`src/hw/rtl/lped_pkg.sv`:
```
// Shared types and constants for the LED pulse envelope driver.
package lped_pkg;

  // Input operation codes
  typedef enum logic [1:0] {
    OP_TICK  = 2'd0,
    OP_VOICE = 2'd1,
    OP_BEAT  = 2'd2,
    OP_MUTE  = 2'd3
  } op_t;

  // LED mode codes
  typedef enum logic [1:0] {
    MODE_OFF  = 2'd0,
    MODE_STEP = 2'd1,
    MODE_MUTE = 2'd2,
    MODE_BEAT = 2'd3
  } mode_t;

  // Configuration register indexes
  typedef enum logic [2:0] {
    REG_LED_MODE     = 3'd0,
    REG_SOURCE_VOICE = 3'd1,
    REG_COLOR_RED    = 3'd2,
    REG_COLOR_GREEN  = 3'd3,
    REG_COLOR_BLUE   = 3'd4,
    REG_BRIGHTNESS   = 3'd5,
    REG_FLASH_MS     = 3'd6,
    REG_UNUSED       = 3'd7
  } reg_idx_t;

  // Command kinds passed from the front end to the back end
  typedef enum logic [1:0] {
    CMD_TICK = 2'd0,
    CMD_POST = 2'd1,
    CMD_MUTE = 2'd2
  } cmd_kind_t;

  localparam logic [9:0]  PEAK_CAP      = 10'd220;
  localparam logic [16:0] DUR_MIN       = 17'd40;
  localparam logic [16:0] DUR_MAX       = 17'd180;
  localparam logic [3:0]  RENDER_PERIOD = 4'd10;
  localparam logic [9:0]  REST_PERIOD   = 10'd500;
  localparam logic [8:0]  BOOST_KICK    = 9'd20;
  localparam logic [8:0]  BOOST_SNARE   = 9'd10;
  localparam logic [8:0]  BOOST_CLAP    = 9'd8;
  localparam logic [8:0]  BOOST_BEAT    = 9'd12;
  localparam logic [3:0]  VOICE_KICK    = 4'd0;
  localparam logic [3:0]  VOICE_SNARE   = 4'd1;
  localparam logic [3:0]  VOICE_CLAP    = 4'd2;
  // resting level is brightness / 4
  localparam int unsigned REST_SHIFT    = 2;
  localparam int unsigned DIV_STEPS     = 8;

  // Configuration register set
  typedef struct packed {
    mode_t       led_mode;
    logic [3:0]  source_voice;
    logic [7:0]  color_red;
    logic [7:0]  color_green;
    logic [7:0]  color_blue;
    logic [7:0]  base_brightness;
    logic [15:0] flash_ms;
  } cfg_t;

  // Classified command held in the queue
  typedef struct packed {
    cmd_kind_t  kind;
    logic [7:0] peak;
    logic [7:0] duration;
    logic [7:0] red;
    logic [7:0] green;
    logic [7:0] blue;
    logic [7:0] bright;
    logic       unmuted;
  } cmd_t;

endpackage

```
`src/hw/rtl/lped_if.sv`:
```
// Request channel interfaces for the LED pulse envelope driver.
interface lped_in_if;
  logic       valid;
  logic       ready;
  logic [1:0] op;
  logic [3:0] voice;
  logic       muted;

  modport source (output valid, output op, output voice, output muted, input ready);
  modport sink   (input valid, input op, input voice, input muted, output ready);
endinterface

interface lped_out_if;
  logic       valid;
  logic       ready;
  logic [7:0] red;
  logic [7:0] green;
  logic [7:0] blue;

  modport source (output valid, output red, output green, output blue, input ready);
  modport sink   (input valid, input red, input green, input blue, output ready);
endinterface

```
`src/hw/rtl/lped_front.sv`:
```
// Front end: classifies incoming requests and precomputes pulse parameters.
module lped_front (
  input  lped_pkg::cfg_t  cfg,
  input  logic            req_valid,
  input  logic [1:0]      req_op,
  input  logic [3:0]      req_voice,
  input  logic            req_muted,
  input  logic            q_full,
  output logic            req_ready,
  output logic            q_push,
  output lped_pkg::cmd_t  q_data
);

  logic       keep;
  logic [8:0] boost;
  logic [8:0] boosted;
  logic [9:0] peak_raw;
  logic [16:0] dur_raw;
  logic [7:0] peak;
  logic [7:0] dur;
  lped_pkg::cmd_kind_t kind;

  assign req_ready = !q_full;

  // Decide whether the request matters in the current mode
  always_comb begin
    keep  = 1'b0;
    kind  = lped_pkg::CMD_TICK;
    boost = '0;
    unique case (lped_pkg::op_t'(req_op))
      lped_pkg::OP_TICK: begin
        keep = 1'b1;
      end
      lped_pkg::OP_VOICE: begin
        keep = (cfg.led_mode == lped_pkg::MODE_STEP) && (req_voice == cfg.source_voice);
        kind = lped_pkg::CMD_POST;
        priority if (req_voice == lped_pkg::VOICE_KICK)  boost = lped_pkg::BOOST_KICK;
        else if (req_voice == lped_pkg::VOICE_SNARE)     boost = lped_pkg::BOOST_SNARE;
        else if (req_voice == lped_pkg::VOICE_CLAP)      boost = lped_pkg::BOOST_CLAP;
        else                                             boost = '0;
      end
      lped_pkg::OP_BEAT: begin
        keep  = (cfg.led_mode == lped_pkg::MODE_BEAT);
        kind  = lped_pkg::CMD_POST;
        boost = lped_pkg::BOOST_BEAT;
      end
      lped_pkg::OP_MUTE: begin
        keep = (cfg.led_mode == lped_pkg::MODE_MUTE);
        kind = lped_pkg::CMD_MUTE;
      end
      default: begin
        keep = 1'b0;
      end
    endcase
  end

  // Peak = min(2*(brightness+boost), cap); duration = clamp(2*flash_ms)
  always_comb begin
    boosted  = {1'b0, cfg.base_brightness} + boost;
    peak_raw = {boosted, 1'b0};
    peak     = (peak_raw > lped_pkg::PEAK_CAP) ? lped_pkg::PEAK_CAP[7:0] : peak_raw[7:0];
    dur_raw  = {cfg.flash_ms, 1'b0};
    priority if (dur_raw < lped_pkg::DUR_MIN) dur = lped_pkg::DUR_MIN[7:0];
    else if (dur_raw > lped_pkg::DUR_MAX)     dur = lped_pkg::DUR_MAX[7:0];
    else                                      dur = dur_raw[7:0];
  end

  assign q_push          = req_valid && req_ready && keep;
  assign q_data.kind     = kind;
  assign q_data.peak     = peak;
  assign q_data.duration = dur;
  assign q_data.red      = cfg.color_red;
  assign q_data.green    = cfg.color_green;
  assign q_data.blue     = cfg.color_blue;
  assign q_data.bright   = cfg.base_brightness;
  assign q_data.unmuted  = !req_muted;

endmodule

```
`src/hw/rtl/lped_fifo.sv`:
```
// Short command queue between the front end and the back end.
module lped_fifo #(
  parameter int unsigned DEPTH = 4
) (
  input  logic           clk,
  input  logic           rst_n,
  input  logic           push,
  input  lped_pkg::cmd_t wr_data,
  input  logic           pop,
  output logic           full,
  output logic           valid,
  output lped_pkg::cmd_t rd_data
);

  localparam int unsigned PW = (DEPTH > 1) ? $clog2(DEPTH) : 1;
  localparam int unsigned CW = $clog2(DEPTH + 1);
  localparam logic [PW-1:0] LAST = PW'(DEPTH - 1);
  localparam logic [CW-1:0] FULL_CNT = CW'(DEPTH);

  lped_pkg::cmd_t mem [DEPTH];
  logic [PW-1:0] wr_ptr_r, wr_ptr_nxt;
  logic [PW-1:0] rd_ptr_r, rd_ptr_nxt;
  logic [CW-1:0] count_r, count_nxt;

  assign full    = (count_r == FULL_CNT);
  assign valid   = (count_r != '0);
  assign rd_data = mem[rd_ptr_r];

  // Pointer and fill count update
  always_comb begin
    wr_ptr_nxt = wr_ptr_r;
    rd_ptr_nxt = rd_ptr_r;
    count_nxt  = count_r;
    if (push) wr_ptr_nxt = (wr_ptr_r == LAST) ? '0 : wr_ptr_r + 1'b1;
    if (pop)  rd_ptr_nxt = (rd_ptr_r == LAST) ? '0 : rd_ptr_r + 1'b1;
    if (push && !pop)      count_nxt = count_r + 1'b1;
    else if (pop && !push) count_nxt = count_r - 1'b1;
  end

  always_ff @(posedge clk) begin
    if (!rst_n) begin
      wr_ptr_r <= '0;
      rd_ptr_r <= '0;
      count_r  <= '0;
    end else begin
      wr_ptr_r <= wr_ptr_nxt;
      rd_ptr_r <= rd_ptr_nxt;
      count_r  <= count_nxt;
    end
  end

  always_ff @(posedge clk) begin
    if (push) mem[wr_ptr_r] <= wr_data;
  end

endmodule

```
`src/hw/rtl/lped_back.sv`:
```
// Back end: pulse mailbox, envelope timing, serial divide and LED output register.
module lped_back (
  input  logic           clk,
  input  logic           rst_n,
  input  logic           q_valid,
  input  lped_pkg::cmd_t q_data,
  output logic           q_pop,
  output logic           out_valid,
  input  logic           out_ready,
  output logic [7:0]     out_red,
  output logic [7:0]     out_green,
  output logic [7:0]     out_blue
);

  typedef enum logic [4:0] {
    ST_IDLE  = 5'b00001,
    ST_MUL1  = 5'b00010,
    ST_MUL2  = 5'b00100,
    ST_DIV   = 5'b01000,
    ST_DRIVE = 5'b10000
  } back_st_t;

  back_st_t    st_r, st_nxt;

  // mailbox
  logic        pending_valid_r, pending_valid_nxt;
  logic [7:0]  pending_peak_r, pending_peak_nxt;
  logic [7:0]  pending_dur_r, pending_dur_nxt;
  logic [7:0]  pend_red_r, pend_red_nxt;
  logic [7:0]  pend_green_r, pend_green_nxt;
  logic [7:0]  pend_blue_r, pend_blue_nxt;
  // running pulse
  logic        pulsing_r, pulsing_nxt;
  logic [7:0]  pulse_peak_r, pulse_peak_nxt;
  logic [7:0]  pulse_dur_r, pulse_dur_nxt;
  logic [7:0]  pulse_elapsed_r, pulse_elapsed_nxt;
  logic [7:0]  pul_red_r, pul_red_nxt;
  logic [7:0]  pul_green_r, pul_green_nxt;
  logic [7:0]  pul_blue_r, pul_blue_nxt;
  // timers and resting state
  logic [3:0]  since_render_r, since_render_nxt;
  logic [9:0]  since_update_r, since_update_nxt;
  logic        unmuted_lit_r, unmuted_lit_nxt;
  logic        resting_dirty_r, resting_dirty_nxt;
  logic [7:0]  rest_red_r, rest_red_nxt;
  logic [7:0]  rest_green_r, rest_green_nxt;
  logic [7:0]  rest_blue_r, rest_blue_nxt;
  logic [7:0]  rest_bright_r, rest_bright_nxt;
  // render datapath
  logic [7:0]  col_red_r, col_red_nxt;
  logic [7:0]  col_green_r, col_green_nxt;
  logic [7:0]  col_blue_r, col_blue_nxt;
  logic [7:0]  bright_r, bright_nxt;
  logic [7:0]  remain_r, remain_nxt;
  logic [15:0] prod_r, prod_nxt;
  logic [15:0] den_r, den_nxt;
  logic [23:0] num_r, num_nxt;
  logic [23:0] dsh_r, dsh_nxt;
  logic [7:0]  quot_r, quot_nxt;
  logic [2:0]  div_cnt_r, div_cnt_nxt;
  // output register
  logic        out_valid_r, out_valid_nxt;
  logic [7:0]  out_red_r, out_red_nxt;
  logic [7:0]  out_green_r, out_green_nxt;
  logic [7:0]  out_blue_r, out_blue_nxt;

  logic [15:0] mul_red, mul_green, mul_blue;
  logic        out_free;

  assign out_free  = !out_valid_r || out_ready;
  assign q_pop     = (st_r == ST_IDLE) && q_valid;
  assign out_valid = out_valid_r;
  assign out_red   = out_red_r;
  assign out_green = out_green_r;
  assign out_blue  = out_blue_r;

  // channel scaling: (colour * brightness) >> 8
  assign mul_red   = {8'd0, col_red_r} * {8'd0, bright_r};
  assign mul_green = {8'd0, col_green_r} * {8'd0, bright_r};
  assign mul_blue  = {8'd0, col_blue_r} * {8'd0, bright_r};

  // Command execution and sequencing
  always_comb begin
    logic [9:0] su;
    logic [3:0] sr;
    logic [7:0] pe;
    logic [7:0] pk;
    logic [7:0] du;
    logic [7:0] cr, cg, cb;
    logic       pul;
    logic       done;
    logic       dirty;
    logic       take;

    st_nxt            = st_r;
    pending_valid_nxt = pending_valid_r;
    pending_peak_nxt  = pending_peak_r;
    pending_dur_nxt   = pending_dur_r;
    pend_red_nxt      = pend_red_r;
    pend_green_nxt    = pend_green_r;
    pend_blue_nxt     = pend_blue_r;
    pulsing_nxt       = pulsing_r;
    pulse_peak_nxt    = pulse_peak_r;
    pulse_dur_nxt     = pulse_dur_r;
    pulse_elapsed_nxt = pulse_elapsed_r;
    pul_red_nxt       = pul_red_r;
    pul_green_nxt     = pul_green_r;
    pul_blue_nxt      = pul_blue_r;
    since_render_nxt  = since_render_r;
    since_update_nxt  = since_update_r;
    unmuted_lit_nxt   = unmuted_lit_r;
    resting_dirty_nxt = resting_dirty_r;
    rest_red_nxt      = rest_red_r;
    rest_green_nxt    = rest_green_r;
    rest_blue_nxt     = rest_blue_r;
    rest_bright_nxt   = rest_bright_r;
    col_red_nxt       = col_red_r;
    col_green_nxt     = col_green_r;
    col_blue_nxt      = col_blue_r;
    bright_nxt        = bright_r;
    remain_nxt        = remain_r;
    prod_nxt          = prod_r;
    den_nxt           = den_r;
    num_nxt           = num_r;
    dsh_nxt           = dsh_r;
    quot_nxt          = quot_r;
    div_cnt_nxt       = div_cnt_r;
    out_valid_nxt     = out_valid_r && !out_ready;
    out_red_nxt       = out_red_r;
    out_green_nxt     = out_green_r;
    out_blue_nxt      = out_blue_r;

    su    = since_update_r;
    sr    = since_render_r;
    pe    = pulse_elapsed_r;
    pk    = pulse_peak_r;
    du    = pulse_dur_r;
    cr    = pul_red_r;
    cg    = pul_green_r;
    cb    = pul_blue_r;
    pul   = pulsing_r;
    done  = 1'b0;
    dirty = resting_dirty_r;
    take  = 1'b0;

    unique case (st_r)
      ST_IDLE: begin
        if (q_valid) begin
          unique case (q_data.kind)
            lped_pkg::CMD_POST: begin
              // single-slot mailbox: a post to a full slot is dropped
              if (!pending_valid_r) begin
                pending_valid_nxt = 1'b1;
                pending_peak_nxt  = q_data.peak;
                pending_dur_nxt   = q_data.duration;
                pend_red_nxt      = q_data.red;
                pend_green_nxt    = q_data.green;
                pend_blue_nxt     = q_data.blue;
              end
            end
            lped_pkg::CMD_MUTE: begin
              unmuted_lit_nxt   = q_data.unmuted;
              rest_red_nxt      = q_data.red;
              rest_green_nxt    = q_data.green;
              rest_blue_nxt     = q_data.blue;
              rest_bright_nxt   = q_data.bright;
              resting_dirty_nxt = 1'b1;
            end
            lped_pkg::CMD_TICK: begin
              // advance timers
              if (su <= lped_pkg::REST_PERIOD) su = su + 10'd1;
              if (sr < lped_pkg::RENDER_PERIOD) sr = sr + 4'd1;
              if (pul && pe != 8'hFF) pe = pe + 8'd1;

              // start a pending pulse
              if (pending_valid_r) begin
                pending_valid_nxt = 1'b0;
                pk  = pending_peak_r;
                du  = pending_dur_r;
                cr  = pend_red_r;
                cg  = pend_green_r;
                cb  = pend_blue_r;
                pe  = '0;
                sr  = '0;
                pul = (pk != '0) && (du != '0);
                if (pul) begin
                  col_red_nxt   = cr;
                  col_green_nxt = cg;
                  col_blue_nxt  = cb;
                  bright_nxt    = pk;
                  take          = 1'b1;
                  done          = 1'b1;
                end
              end

              if (!done) begin
                if (pul) begin
                  if (pe >= du) begin
                    // end of pulse: LED off
                    pul           = 1'b0;
                    su            = '0;
                    col_red_nxt   = '0;
                    col_green_nxt = '0;
                    col_blue_nxt  = '0;
                    bright_nxt    = '0;
                    take          = 1'b1;
                  end else if (sr >= lped_pkg::RENDER_PERIOD) begin
                    // envelope re-render through the multiply/divide path
                    sr            = '0;
                    remain_nxt    = du - pe;
                    col_red_nxt   = cr;
                    col_green_nxt = cg;
                    col_blue_nxt  = cb;
                    st_nxt        = ST_MUL1;
                  end
                end else if (dirty || su > lped_pkg::REST_PERIOD) begin
                  // resting colour
                  dirty = 1'b0;
                  su    = '0;
                  if (unmuted_lit_r) begin
                    col_red_nxt   = rest_red_r;
                    col_green_nxt = rest_green_r;
                    col_blue_nxt  = rest_blue_r;
                    bright_nxt    = rest_bright_r >> lped_pkg::REST_SHIFT;
                  end else begin
                    col_red_nxt   = '0;
                    col_green_nxt = '0;
                    col_blue_nxt  = '0;
                    bright_nxt    = '0;
                  end
                  take = 1'b1;
                end
              end

              since_update_nxt  = su;
              since_render_nxt  = sr;
              pulse_elapsed_nxt = pe;
              pulse_peak_nxt    = pk;
              pulse_dur_nxt     = du;
              pul_red_nxt       = cr;
              pul_green_nxt     = cg;
              pul_blue_nxt      = cb;
              pulsing_nxt       = pul;
              resting_dirty_nxt = dirty;
              if (take) st_nxt = ST_DRIVE;
            end
            default: begin
            end
          endcase
        end
      end
      ST_MUL1: begin
        prod_nxt = {8'd0, pulse_peak_r} * {8'd0, remain_r};
        den_nxt  = {8'd0, pulse_dur_r} * {8'd0, pulse_dur_r};
        st_nxt   = ST_MUL2;
      end
      ST_MUL2: begin
        num_nxt     = {8'd0, prod_r} * {16'd0, remain_r};
        dsh_nxt     = {1'b0, den_r, 7'd0};
        quot_nxt    = '0;
        div_cnt_nxt = 3'(lped_pkg::DIV_STEPS - 1);
        st_nxt      = ST_DIV;
      end
      ST_DIV: begin
        // restoring divide, one quotient bit per cycle
        if (num_r >= dsh_r) begin
          num_nxt  = num_r - dsh_r;
          quot_nxt = {quot_r[6:0], 1'b1};
        end else begin
          quot_nxt = {quot_r[6:0], 1'b0};
        end
        dsh_nxt     = dsh_r >> 1;
        div_cnt_nxt = div_cnt_r - 3'd1;
        if (div_cnt_r == '0) begin
          bright_nxt = quot_nxt;
          st_nxt     = ST_DRIVE;
        end
      end
      ST_DRIVE: begin
        if (out_free) begin
          out_valid_nxt = 1'b1;
          out_red_nxt   = mul_red[15:8];
          out_green_nxt = mul_green[15:8];
          out_blue_nxt  = mul_blue[15:8];
          st_nxt        = ST_IDLE;
        end
      end
      default: begin
        st_nxt = ST_IDLE;
      end
    endcase
  end

  // Control state
  always_ff @(posedge clk) begin
    if (!rst_n) begin
      st_r            <= ST_IDLE;
      pending_valid_r <= 1'b0;
      pending_peak_r  <= '0;
      pending_dur_r   <= '0;
      pend_red_r      <= '0;
      pend_green_r    <= '0;
      pend_blue_r     <= '0;
      pulsing_r       <= 1'b0;
      pulse_peak_r    <= '0;
      pulse_dur_r     <= '0;
      pulse_elapsed_r <= '0;
      pul_red_r       <= '0;
      pul_green_r     <= '0;
      pul_blue_r      <= '0;
      since_render_r  <= '0;
      since_update_r  <= '0;
      unmuted_lit_r   <= 1'b0;
      resting_dirty_r <= 1'b0;
      rest_red_r      <= '0;
      rest_green_r    <= '0;
      rest_blue_r     <= '0;
      rest_bright_r   <= '0;
      out_valid_r     <= 1'b0;
    end else begin
      st_r            <= st_nxt;
      pending_valid_r <= pending_valid_nxt;
      pending_peak_r  <= pending_peak_nxt;
      pending_dur_r   <= pending_dur_nxt;
      pend_red_r      <= pend_red_nxt;
      pend_green_r    <= pend_green_nxt;
      pend_blue_r     <= pend_blue_nxt;
      pulsing_r       <= pulsing_nxt;
      pulse_peak_r    <= pulse_peak_nxt;
      pulse_dur_r     <= pulse_dur_nxt;
      pulse_elapsed_r <= pulse_elapsed_nxt;
      pul_red_r       <= pul_red_nxt;
      pul_green_r     <= pul_green_nxt;
      pul_blue_r      <= pul_blue_nxt;
      since_render_r  <= since_render_nxt;
      since_update_r  <= since_update_nxt;
      unmuted_lit_r   <= unmuted_lit_nxt;
      resting_dirty_r <= resting_dirty_nxt;
      rest_red_r      <= rest_red_nxt;
      rest_green_r    <= rest_green_nxt;
      rest_blue_r     <= rest_blue_nxt;
      rest_bright_r   <= rest_bright_nxt;
      out_valid_r     <= out_valid_nxt;
    end
  end

  // Datapath registers
  always_ff @(posedge clk) begin
    col_red_r   <= col_red_nxt;
    col_green_r <= col_green_nxt;
    col_blue_r  <= col_blue_nxt;
    bright_r    <= bright_nxt;
    remain_r    <= remain_nxt;
    prod_r      <= prod_nxt;
    den_r       <= den_nxt;
    num_r       <= num_nxt;
    dsh_r       <= dsh_nxt;
    quot_r      <= quot_nxt;
    div_cnt_r   <= div_cnt_nxt;
    out_red_r   <= out_red_nxt;
    out_green_r <= out_green_nxt;
    out_blue_r  <= out_blue_nxt;
  end

endmodule

```
`src/hw/rtl/led_pulse_envelope_driver_top.sv`:
```
// Top level of the LED pulse envelope driver.
//
// Usage:
//   in_req  : event requests (op = tick, voice trigger, beat, mute change).
//   out_rsp : one RGB drive request per tick that writes the LED; other
//             requests produce nothing.
//   APB     : seven configuration registers at byte address 4*index; write
//             them only while the block is idle. Reads return the register.
// Requests are classified on acceptance and queued (QUEUE_DEPTH entries);
// in_req.ready is low only while that queue is full.
// A tick that writes a fixed colour (pulse start, pulse end, resting) goes
// from the queue through the drive state to out_rsp; an envelope re-render
// first passes through two multiply stages and a restoring divider.
// Non-tick requests are handled in the idle state and produce nothing. The
// back end takes no new request until it has returned to the idle state.
// Reset (rst_n low, synchronous) clears the mailbox, pulse, timers, queue and
// configuration; no clearing pass is needed.
// A stalled out_rsp holds its request; the back end waits on it once it has
// a new colour to drive, while the queue keeps taking new requests until it fills.
module led_pulse_envelope_driver_top #(
  parameter int unsigned QUEUE_DEPTH = 4
) (
  input  logic         clk,
  input  logic         rst_n,
  lped_in_if.sink      in_req,
  lped_out_if.source   out_rsp,
  input  logic         psel,
  input  logic         penable,
  input  logic         pwrite,
  input  logic [4:0]   paddr,
  input  logic [31:0]  pwdata,
  output logic [31:0]  prdata,
  output logic         pready
);

  lped_pkg::cfg_t cfg_r, cfg_nxt;
  lped_pkg::cmd_t q_wr_data;
  lped_pkg::cmd_t q_rd_data;
  lped_pkg::reg_idx_t cfg_idx;
  logic q_push, q_pop, q_full, q_valid;
  logic cfg_wr;

  assign pready  = 1'b1;
  assign cfg_idx = lped_pkg::reg_idx_t'(paddr[4:2]);
  assign cfg_wr  = psel && penable && pwrite && pready;

  // Configuration register writes
  always_comb begin
    cfg_nxt = cfg_r;
    if (cfg_wr) begin
      unique case (cfg_idx)
        lped_pkg::REG_LED_MODE:     cfg_nxt.led_mode        = lped_pkg::mode_t'(pwdata[1:0]);
        lped_pkg::REG_SOURCE_VOICE: cfg_nxt.source_voice    = pwdata[3:0];
        lped_pkg::REG_COLOR_RED:    cfg_nxt.color_red       = pwdata[7:0];
        lped_pkg::REG_COLOR_GREEN:  cfg_nxt.color_green     = pwdata[7:0];
        lped_pkg::REG_COLOR_BLUE:   cfg_nxt.color_blue      = pwdata[7:0];
        lped_pkg::REG_BRIGHTNESS:   cfg_nxt.base_brightness = pwdata[7:0];
        lped_pkg::REG_FLASH_MS:     cfg_nxt.flash_ms        = pwdata[15:0];
        default: begin
        end
      endcase
    end
  end

  // Configuration read-back
  always_comb begin
    prdata = '0;
    unique case (cfg_idx)
      lped_pkg::REG_LED_MODE:     prdata = {30'd0, cfg_r.led_mode};
      lped_pkg::REG_SOURCE_VOICE: prdata = {28'd0, cfg_r.source_voice};
      lped_pkg::REG_COLOR_RED:    prdata = {24'd0, cfg_r.color_red};
      lped_pkg::REG_COLOR_GREEN:  prdata = {24'd0, cfg_r.color_green};
      lped_pkg::REG_COLOR_BLUE:   prdata = {24'd0, cfg_r.color_blue};
      lped_pkg::REG_BRIGHTNESS:   prdata = {24'd0, cfg_r.base_brightness};
      lped_pkg::REG_FLASH_MS:     prdata = {16'd0, cfg_r.flash_ms};
      default:                    prdata = '0;
    endcase
  end

  always_ff @(posedge clk) begin
    if (!rst_n) begin
      cfg_r <= '0;
    end else begin
      cfg_r <= cfg_nxt;
    end
  end

  lped_front u_front (
    .cfg       (cfg_r),
    .req_valid (in_req.valid),
    .req_op    (in_req.op),
    .req_voice (in_req.voice),
    .req_muted (in_req.muted),
    .q_full    (q_full),
    .req_ready (in_req.ready),
    .q_push    (q_push),
    .q_data    (q_wr_data)
  );

  lped_fifo #(
    .DEPTH (QUEUE_DEPTH)
  ) u_fifo (
    .clk     (clk),
    .rst_n   (rst_n),
    .push    (q_push),
    .wr_data (q_wr_data),
    .pop     (q_pop),
    .full    (q_full),
    .valid   (q_valid),
    .rd_data (q_rd_data)
  );

  lped_back u_back (
    .clk       (clk),
    .rst_n     (rst_n),
    .q_valid   (q_valid),
    .q_data    (q_rd_data),
    .q_pop     (q_pop),
    .out_valid (out_rsp.valid),
    .out_ready (out_rsp.ready),
    .out_red   (out_rsp.red),
    .out_green (out_rsp.green),
    .out_blue  (out_rsp.blue)
  );

  // Back end never pops an empty queue
  a_pop_nonempty: assert property (@(posedge clk) disable iff (!rst_n)
    q_pop |-> q_valid)
    else $error("queue popped while empty");

  // Front end never pushes into a full queue
  a_push_not_full: assert property (@(posedge clk) disable iff (!rst_n)
    q_push |-> !q_full)
    else $error("queue pushed while full");

  // Voice triggers outside step-trigger mode are dropped at the front
  a_voice_dropped: assert property (@(posedge clk) disable iff (!rst_n)
    (in_req.valid && in_req.ready && in_req.op == lped_pkg::OP_VOICE &&
     cfg_r.led_mode != lped_pkg::MODE_STEP) |-> !q_push)
    else $error("ignored voice trigger entered the queue");

  // No result request right after reset
  a_reset_quiet: assert property (@(posedge clk)
    !rst_n |=> !out_rsp.valid)
    else $error("result request valid after reset");

endmodule
```
`src/flat_wrapper.sv`:
```
// flat-port wrapper written by rule: the top's interface ports become plain ports
module led_pulse_envelope_driver_top_flat 
#(
  parameter int unsigned QUEUE_DEPTH = 4
)
  (clk, rst_n, psel, penable, pwrite, paddr, pwdata, prdata, pready, in_req_valid, in_req_op, in_req_voice, in_req_muted, in_req_ready, out_rsp_valid, out_rsp_red, out_rsp_green, out_rsp_blue, out_rsp_ready);
  lped_in_if in_req_i ();
  lped_out_if out_rsp_i ();
  input  logic clk;
  input  logic rst_n;
  input  logic psel;
  input  logic penable;
  input  logic pwrite;
  input  logic [4:0] paddr;
  input  logic [31:0] pwdata;
  output logic [31:0] prdata;
  output logic pready;
  input wire logic [$bits(in_req_i.valid)-1:0] in_req_valid;
  input wire logic [$bits(in_req_i.op)-1:0] in_req_op;
  input wire logic [$bits(in_req_i.voice)-1:0] in_req_voice;
  input wire logic [$bits(in_req_i.muted)-1:0] in_req_muted;
  output wire logic [$bits(in_req_i.ready)-1:0] in_req_ready;
  output wire logic [$bits(out_rsp_i.valid)-1:0] out_rsp_valid;
  output wire logic [$bits(out_rsp_i.red)-1:0] out_rsp_red;
  output wire logic [$bits(out_rsp_i.green)-1:0] out_rsp_green;
  output wire logic [$bits(out_rsp_i.blue)-1:0] out_rsp_blue;
  input wire logic [$bits(out_rsp_i.ready)-1:0] out_rsp_ready;
  assign in_req_i.valid = in_req_valid;
  assign in_req_i.op = in_req_op;
  assign in_req_i.voice = in_req_voice;
  assign in_req_i.muted = in_req_muted;
  assign in_req_ready = in_req_i.ready;
  assign out_rsp_valid = out_rsp_i.valid;
  assign out_rsp_red = out_rsp_i.red;
  assign out_rsp_green = out_rsp_i.green;
  assign out_rsp_blue = out_rsp_i.blue;
  assign out_rsp_i.ready = out_rsp_ready;
  led_pulse_envelope_driver_top #(.QUEUE_DEPTH(QUEUE_DEPTH)) u_core (.clk(clk), .rst_n(rst_n), .in_req(in_req_i), .out_rsp(out_rsp_i), .psel(psel), .penable(penable), .pwrite(pwrite), .paddr(paddr), .pwdata(pwdata), .prdata(prdata), .pready(pready));
endmodule
```
`config.mk`:
```
export PLATFORM = sky130hd
export DESIGN_NAME = led_pulse_envelope_driver_top_flat
export DESIGN_NICKNAME = d
export VERILOG_FILES = /design/src/hw/rtl/lped_pkg.sv /design/src/hw/rtl/lped_if.sv /design/src/hw/rtl/lped_front.sv /design/src/hw/rtl/lped_fifo.sv /design/src/hw/rtl/lped_back.sv /design/src/hw/rtl/led_pulse_envelope_driver_top.sv /design/src/flat_wrapper.sv
export SDC_FILE = /design/constraint.sdc
export NUM_CORES = 2
export LEC_CHECK = 0
export BUFFER_PORTS_ARGS = -buffer_cell sky130_fd_sc_hd__clkbuf_2
export CAP_MARGIN = 40
export CORE_UTILIZATION = 58
export CTS_CLUSTER_SIZE = 12
export DETAILED_ROUTE_END_ITERATION = 12
export GPL_ROUTABILITY_DRIVEN = 1
export PLACE_DENSITY = 0.8
export SYNTH_ARGS = -nofsm -noshare
export SYNTH_HDL_FRONTEND = slang
export SYNTH_HIERARCHICAL = 1
export SYNTH_SLANG_ARGS = --single-unit
```
`constraint.sdc`:
```
create_clock -name clk -period 5.4 [get_ports clk]
set_clock_uncertainty 0.05 [all_clocks]
set_input_delay 0.54 -clock clk [delete_from_list [all_inputs] [get_ports clk]]
set_output_delay 0.54 -clock clk [all_outputs]
set_load 0.02 [all_outputs]
```
# Yosys cells after proc, flatten, opt, wreduce, memory -nomap -nowiden
# Memory sizes are Yosys's and may differ from the RTL's. A register that Yosys moved wholly into a read port is not among the register bits.
# Index checks and enable logic that the tools add are counted.
[word_totals]
word_cells = 290
mem_bits_rw = 204
mem_count = 1
regBits = 359
[classes]
reduce_logical = 51
n_lt_le_gt_ge = 9
n_mux = 124
n_eq_ne = 38
bitwise_logic = 3
addsub = 11
multipliers = 6
[memory_table]
columns = ["memory", "depth", "width", "rd", "rd_ports_with_merged_regs", "wr", "line_no", "text"]
rows = [
  ["u_core.u_fifo.mem", 4, 51, 1, 1, 1, "lped_fifo.sv:20", "lped_pkg::cmd_t mem [DEPTH];"],
]
[op_table]
columns = ["cell", "n"]
rows = [
  ["$mux W8", 48],
  ["$pmux W16 S7", 1],
  ["$pmux W24 S2", 2],
  ["$mul A8 B8 Y16", 5],
  ["$mux W10", 8],
  ["$mux W5", 10],
  ["$mux W4", 11],
  ["$mux W1", 27],
  ["$pmux W5 S5", 1],
  ["$ge A24 B24 Y1", 1],
  ["$mul A16 B8 Y24", 1],
  ["$mux W24", 1],
  ["$sub A24 B24 Y24", 1],
  ["$reduce_and A2 Y1", 9],
  ["$gt A17 B8 Y1 const B", 1],
  ["$lt A17 B6 Y1 const B", 1],
  ["$pmux W8 S2", 1],
  ["$reduce_bool A8 Y1", 2],
  ["$eq A2 B2 Y1 const B", 7],
  ["$ne A2 B2 Y1 const B", 7],
  ["$pmux W7 S2", 1],
  ["$eq A3 B3 Y1 const B", 4],
  ["$reduce_and A4 Y1", 3],
  ["$logic_and A1 B1 Y1", 11],
  ["other kinds (50)", 78],
]

# Depth between registers and ports, before layout
[logic_depth]
ltp_word = 18
mapped_depth = 19

# Cells and area by module
# The synthesis kept the hierarchy.
[modules_own_cells]
columns = ["module", "n_inst", "area_each_um2", "seq_area_each_um2", "cells_each"]
rows = [
  ["lped_back", 1, 27103.5, 7407.1, 3009],
  ["lped_fifo", 1, 7877.6, 6306.0, 311],
  ["led_pulse_envelope_driver_top", 1, 2640.0, 1081.0, 278],
  ["lped_front", 1, 928.4, 0.0, 135],
]

# Worst setup path before layout
# Ideal clock, no wire load.
[synth_path]
path_type = "register to register"
from = "register u_core.u_back.remain_r[7]"
to = "register u_core.u_back.num_r[22] (data pin)"
period_less_slack_ns = 5.298
t_arrival_ns = 4.988
stages_incl_launch_ff = 19
n_path_buf = 2
slack_ns = 0.102
cell_sequence = "edfxtp_1 -> clkbuf_1 -> and2_1 -> fa_1 -> fa_1 -> fa_1 -> inv_1 -> fa_1 -> inv_1 -> ha_1 -> clkbuf_1 -> a21oi_1 -> o21ai_0 -> o311ai_0 -> a31oi_1 -> o31ai_1 -> a21oi_1 -> xor2_1 -> a221o_1"
[synth_via]
elab_chain_cells = 2
[synth_rtl]
columns = ["element", "line_no", "text"]
rows = [
  ["start: declaration", "lped_back.sv:54", "logic [7:0] remain_r, remain_nxt;"],
  ["start signal: assignment", "lped_back.sv:353", "remain_r <= remain_nxt;"],
  ["$mul A16 B8 Y24", "lped_back.sv:258", "num_nxt = {8'd0, prod_r} * {16'd0, remain_r};"],
  ["$pmux W24 S2", "lped_back.sv:146", "unique case (st_r)"],
  ["net u_core.u_back.num_nxt[22]", "lped_back.sv:57", "logic [23:0] num_r, num_nxt;"],
  ["end signal: assignment", "lped_back.sv:356", "num_r <= num_nxt;"],
  ["end: declaration", "lped_back.sv:57", ""],
]
# The timed path passes the listed nets, and every way through them passes these cells.
# A chain may end at the register's enable or synchronous reset.

# Worst setup path in the final report
# Ends and elaborated chain as after synthesis.

==> results.sh <==
export IMPL_relSlewSlack=0.404
export IMPL_postSynthAreaPerCell_um2=10.3
export IMPL_ir_worst_vdd_uv=720
export IMPL_arrival_ps=5640
export IMPL_globalRouteTotalUtil=0.248
export IMPL_finalCritPeriodShare=0.987
export IMPL_setup_tns_ps=0
export IMPL_fin_ws_ps=68.6
export IMPL_mostFrequentLayoutCell="nand2_1"
export IMPL_reg2reg_slack_ps=70
export IMPL_clkTransAtPathRegs_ps=60
export IMPL_grt_max_degree=112
export IMPL_cp_required_ps=5710
export IMPL_cts_tree="yes"
export IMPL_hold_viol=0
export IMPL_drcViolationCount=0
export IMPL_final_max_slew_viol_count=0
export IMPL_routed_via_count=26422
export IMPL_wirelength_um=81600
export IMPL_cts_buffers=57
export IMPL_cts_sinks=553
export IMPL_die_width_um=259
export IMPL_cp_start_kind="flop"
export IMPL_syn2layout_area_growth_pct=8.22
export IMPL_dr_pass1_iters=6
export IMPL_most_common_layout_cells="581 x nand2_1, 405 x inv_1, 348 x edfxtp_1"
export IMPL_io_buffers=74
export IMPL_worstHoldPathType="in -> reg"
export IMPL_ant_nets=0
export IMPL_path_class="reg -> reg"
export IMPL_overflow=0
export IMPL_power_per_cell_area_nw_per_um2=522
export IMPL_drive_gt1_frac=0.0990
export IMPL_rsz0062_at_grt="true"
export IMPL_tightestPinTransition_ps=891
export IMPL_num_io_pins=110
export IMPL_antenna_found_initial=0
export IMPL_design_core_area_um2=64800
export IMPL_clockBufferDepth=3
export IMPL_holdBufCountCts=0
export IMPL_fmax_mhz=188
export IMPL_start_util=0.590
export IMPL_place_ws_ps=-58.6
export IMPL_cp_end_kind="flop"
export IMPL_grt_pass1_wl_um=135000
export IMPL_leakage_uw=0.0172
export IMPL_num_rows=93
export IMPL_cap_violations=0
export IMPL_syn_inst=3721
export IMPL_insertion_delay_ps=670
export IMPL_clockRootBuffer="clkbuf_16"
export IMPL_grt_pass1_vias=26477
export IMPL_syn_area_um2=38200
export IMPL_dpl_hpwl_um=58400
export IMPL_dieArea_um2=67000
export IMPL_setup_viol=0
export IMPL_critPathMaxFanout=16
export IMPL_vias_per_cell=5.67
export IMPL_gp_congestion=0.895
export IMPL_die_h_um=259
export IMPL_status="complete, no violations"
export IMPL_nets=4324
export IMPL_n_antenna_cell=0
export IMPL_synth_warnings=6
export IMPL_cts_max_level=2
export IMPL_period_minus_slack_ps=5330
export IMPL_avgRoutedWirePerCell_um=17.5
export IMPL_drt_iter0_markers=1740
## flip-flops by register name, summed over array words and instances, names as in the netlist, 10 cells and up, named ones only
signal                        cells
u_core/u_back/since_update_r     10
u_core/u_back/den_r              15
u_core/u_back/num_r              24
u_core/u_back/prod_r             16
u_core/u_back/dsh_r              23
u_core/u_fifo/mem               196
u_core/cfg_r                     54
## power by group
part           total [uW]  internal, uW  switching [uW]
registers            5970          5410             565
clock network        3780          2090            1690
logic               11900          5410            6450
## worst paths after layout
path / startpoint / endpoint / cells past startpoint
max: u_core/u_back/remain_r[7] / u_core/u_back/num_r[22] / 17
min: pwdata[15] / u_core/cfg_r[15] / 3
max reg2reg: u_core/u_back/remain_r[7] / u_core/u_back/num_r[22] / 17
min reg2reg: u_core/u_back/pul_green_r[6] / u_core/u_back/pul_green_r[6] / 2
## worst max-delay path, stage by stage (launching register included)
cell and delay, ps:
edfxtp_1 490, buf_4 200, buf_4 190, and2_1 170, fa_1 520, fa_1 520
fa_1 550, inv_1 60, fa_1 530, inv_1 40, ha_2 340, a21oi_4 200
and2_1 190, a31oi_4 120, o31ai_4 290, a21oi_1 120, xor2_1 150, a221o_1 340
## through the flow
step	std cells	hold WS (ps)	utilization	power [uW]	cell area, um^2
after global placement	4542	390	0.607	17500	39400
final	4663	43.3	0.639	21600	41400
after CTS	4655	12.2	0.636	21800	41200
after floorplan	3737	378	-	15200	38300
after global routing	4663	60.5	0.639	23800	41400
after detailed placement	4546	393	0.608	17900	39400
## cell type report
type,instances,area (um^2)
Clock buffer,92,1630
Clock inverter,16,161
Fill cell,4930,23400
Inverter,406,1520
Multi-Input combinational cell,2563,21300
Sequential cell,553,14600
Tap cell,855,1070
Timing Repair Buffer,178,1180
## metal layers
layer  GRT usage  up-vias  wire (um)
met5           0        -          0
met1       0.340    12945      35900
li1            -    12525          -
met2       0.412      820      38900
met3      0.0326      132       5010
met4      0.0712        0       1880
## timing repair
action,4_1_cts,5_1_grt
gates resized for setup,1,22
endpoints found under the setup margin,1,9
buffers inserted,1,8
pin swaps,0,6
Power figures use the tool's default switching activity.
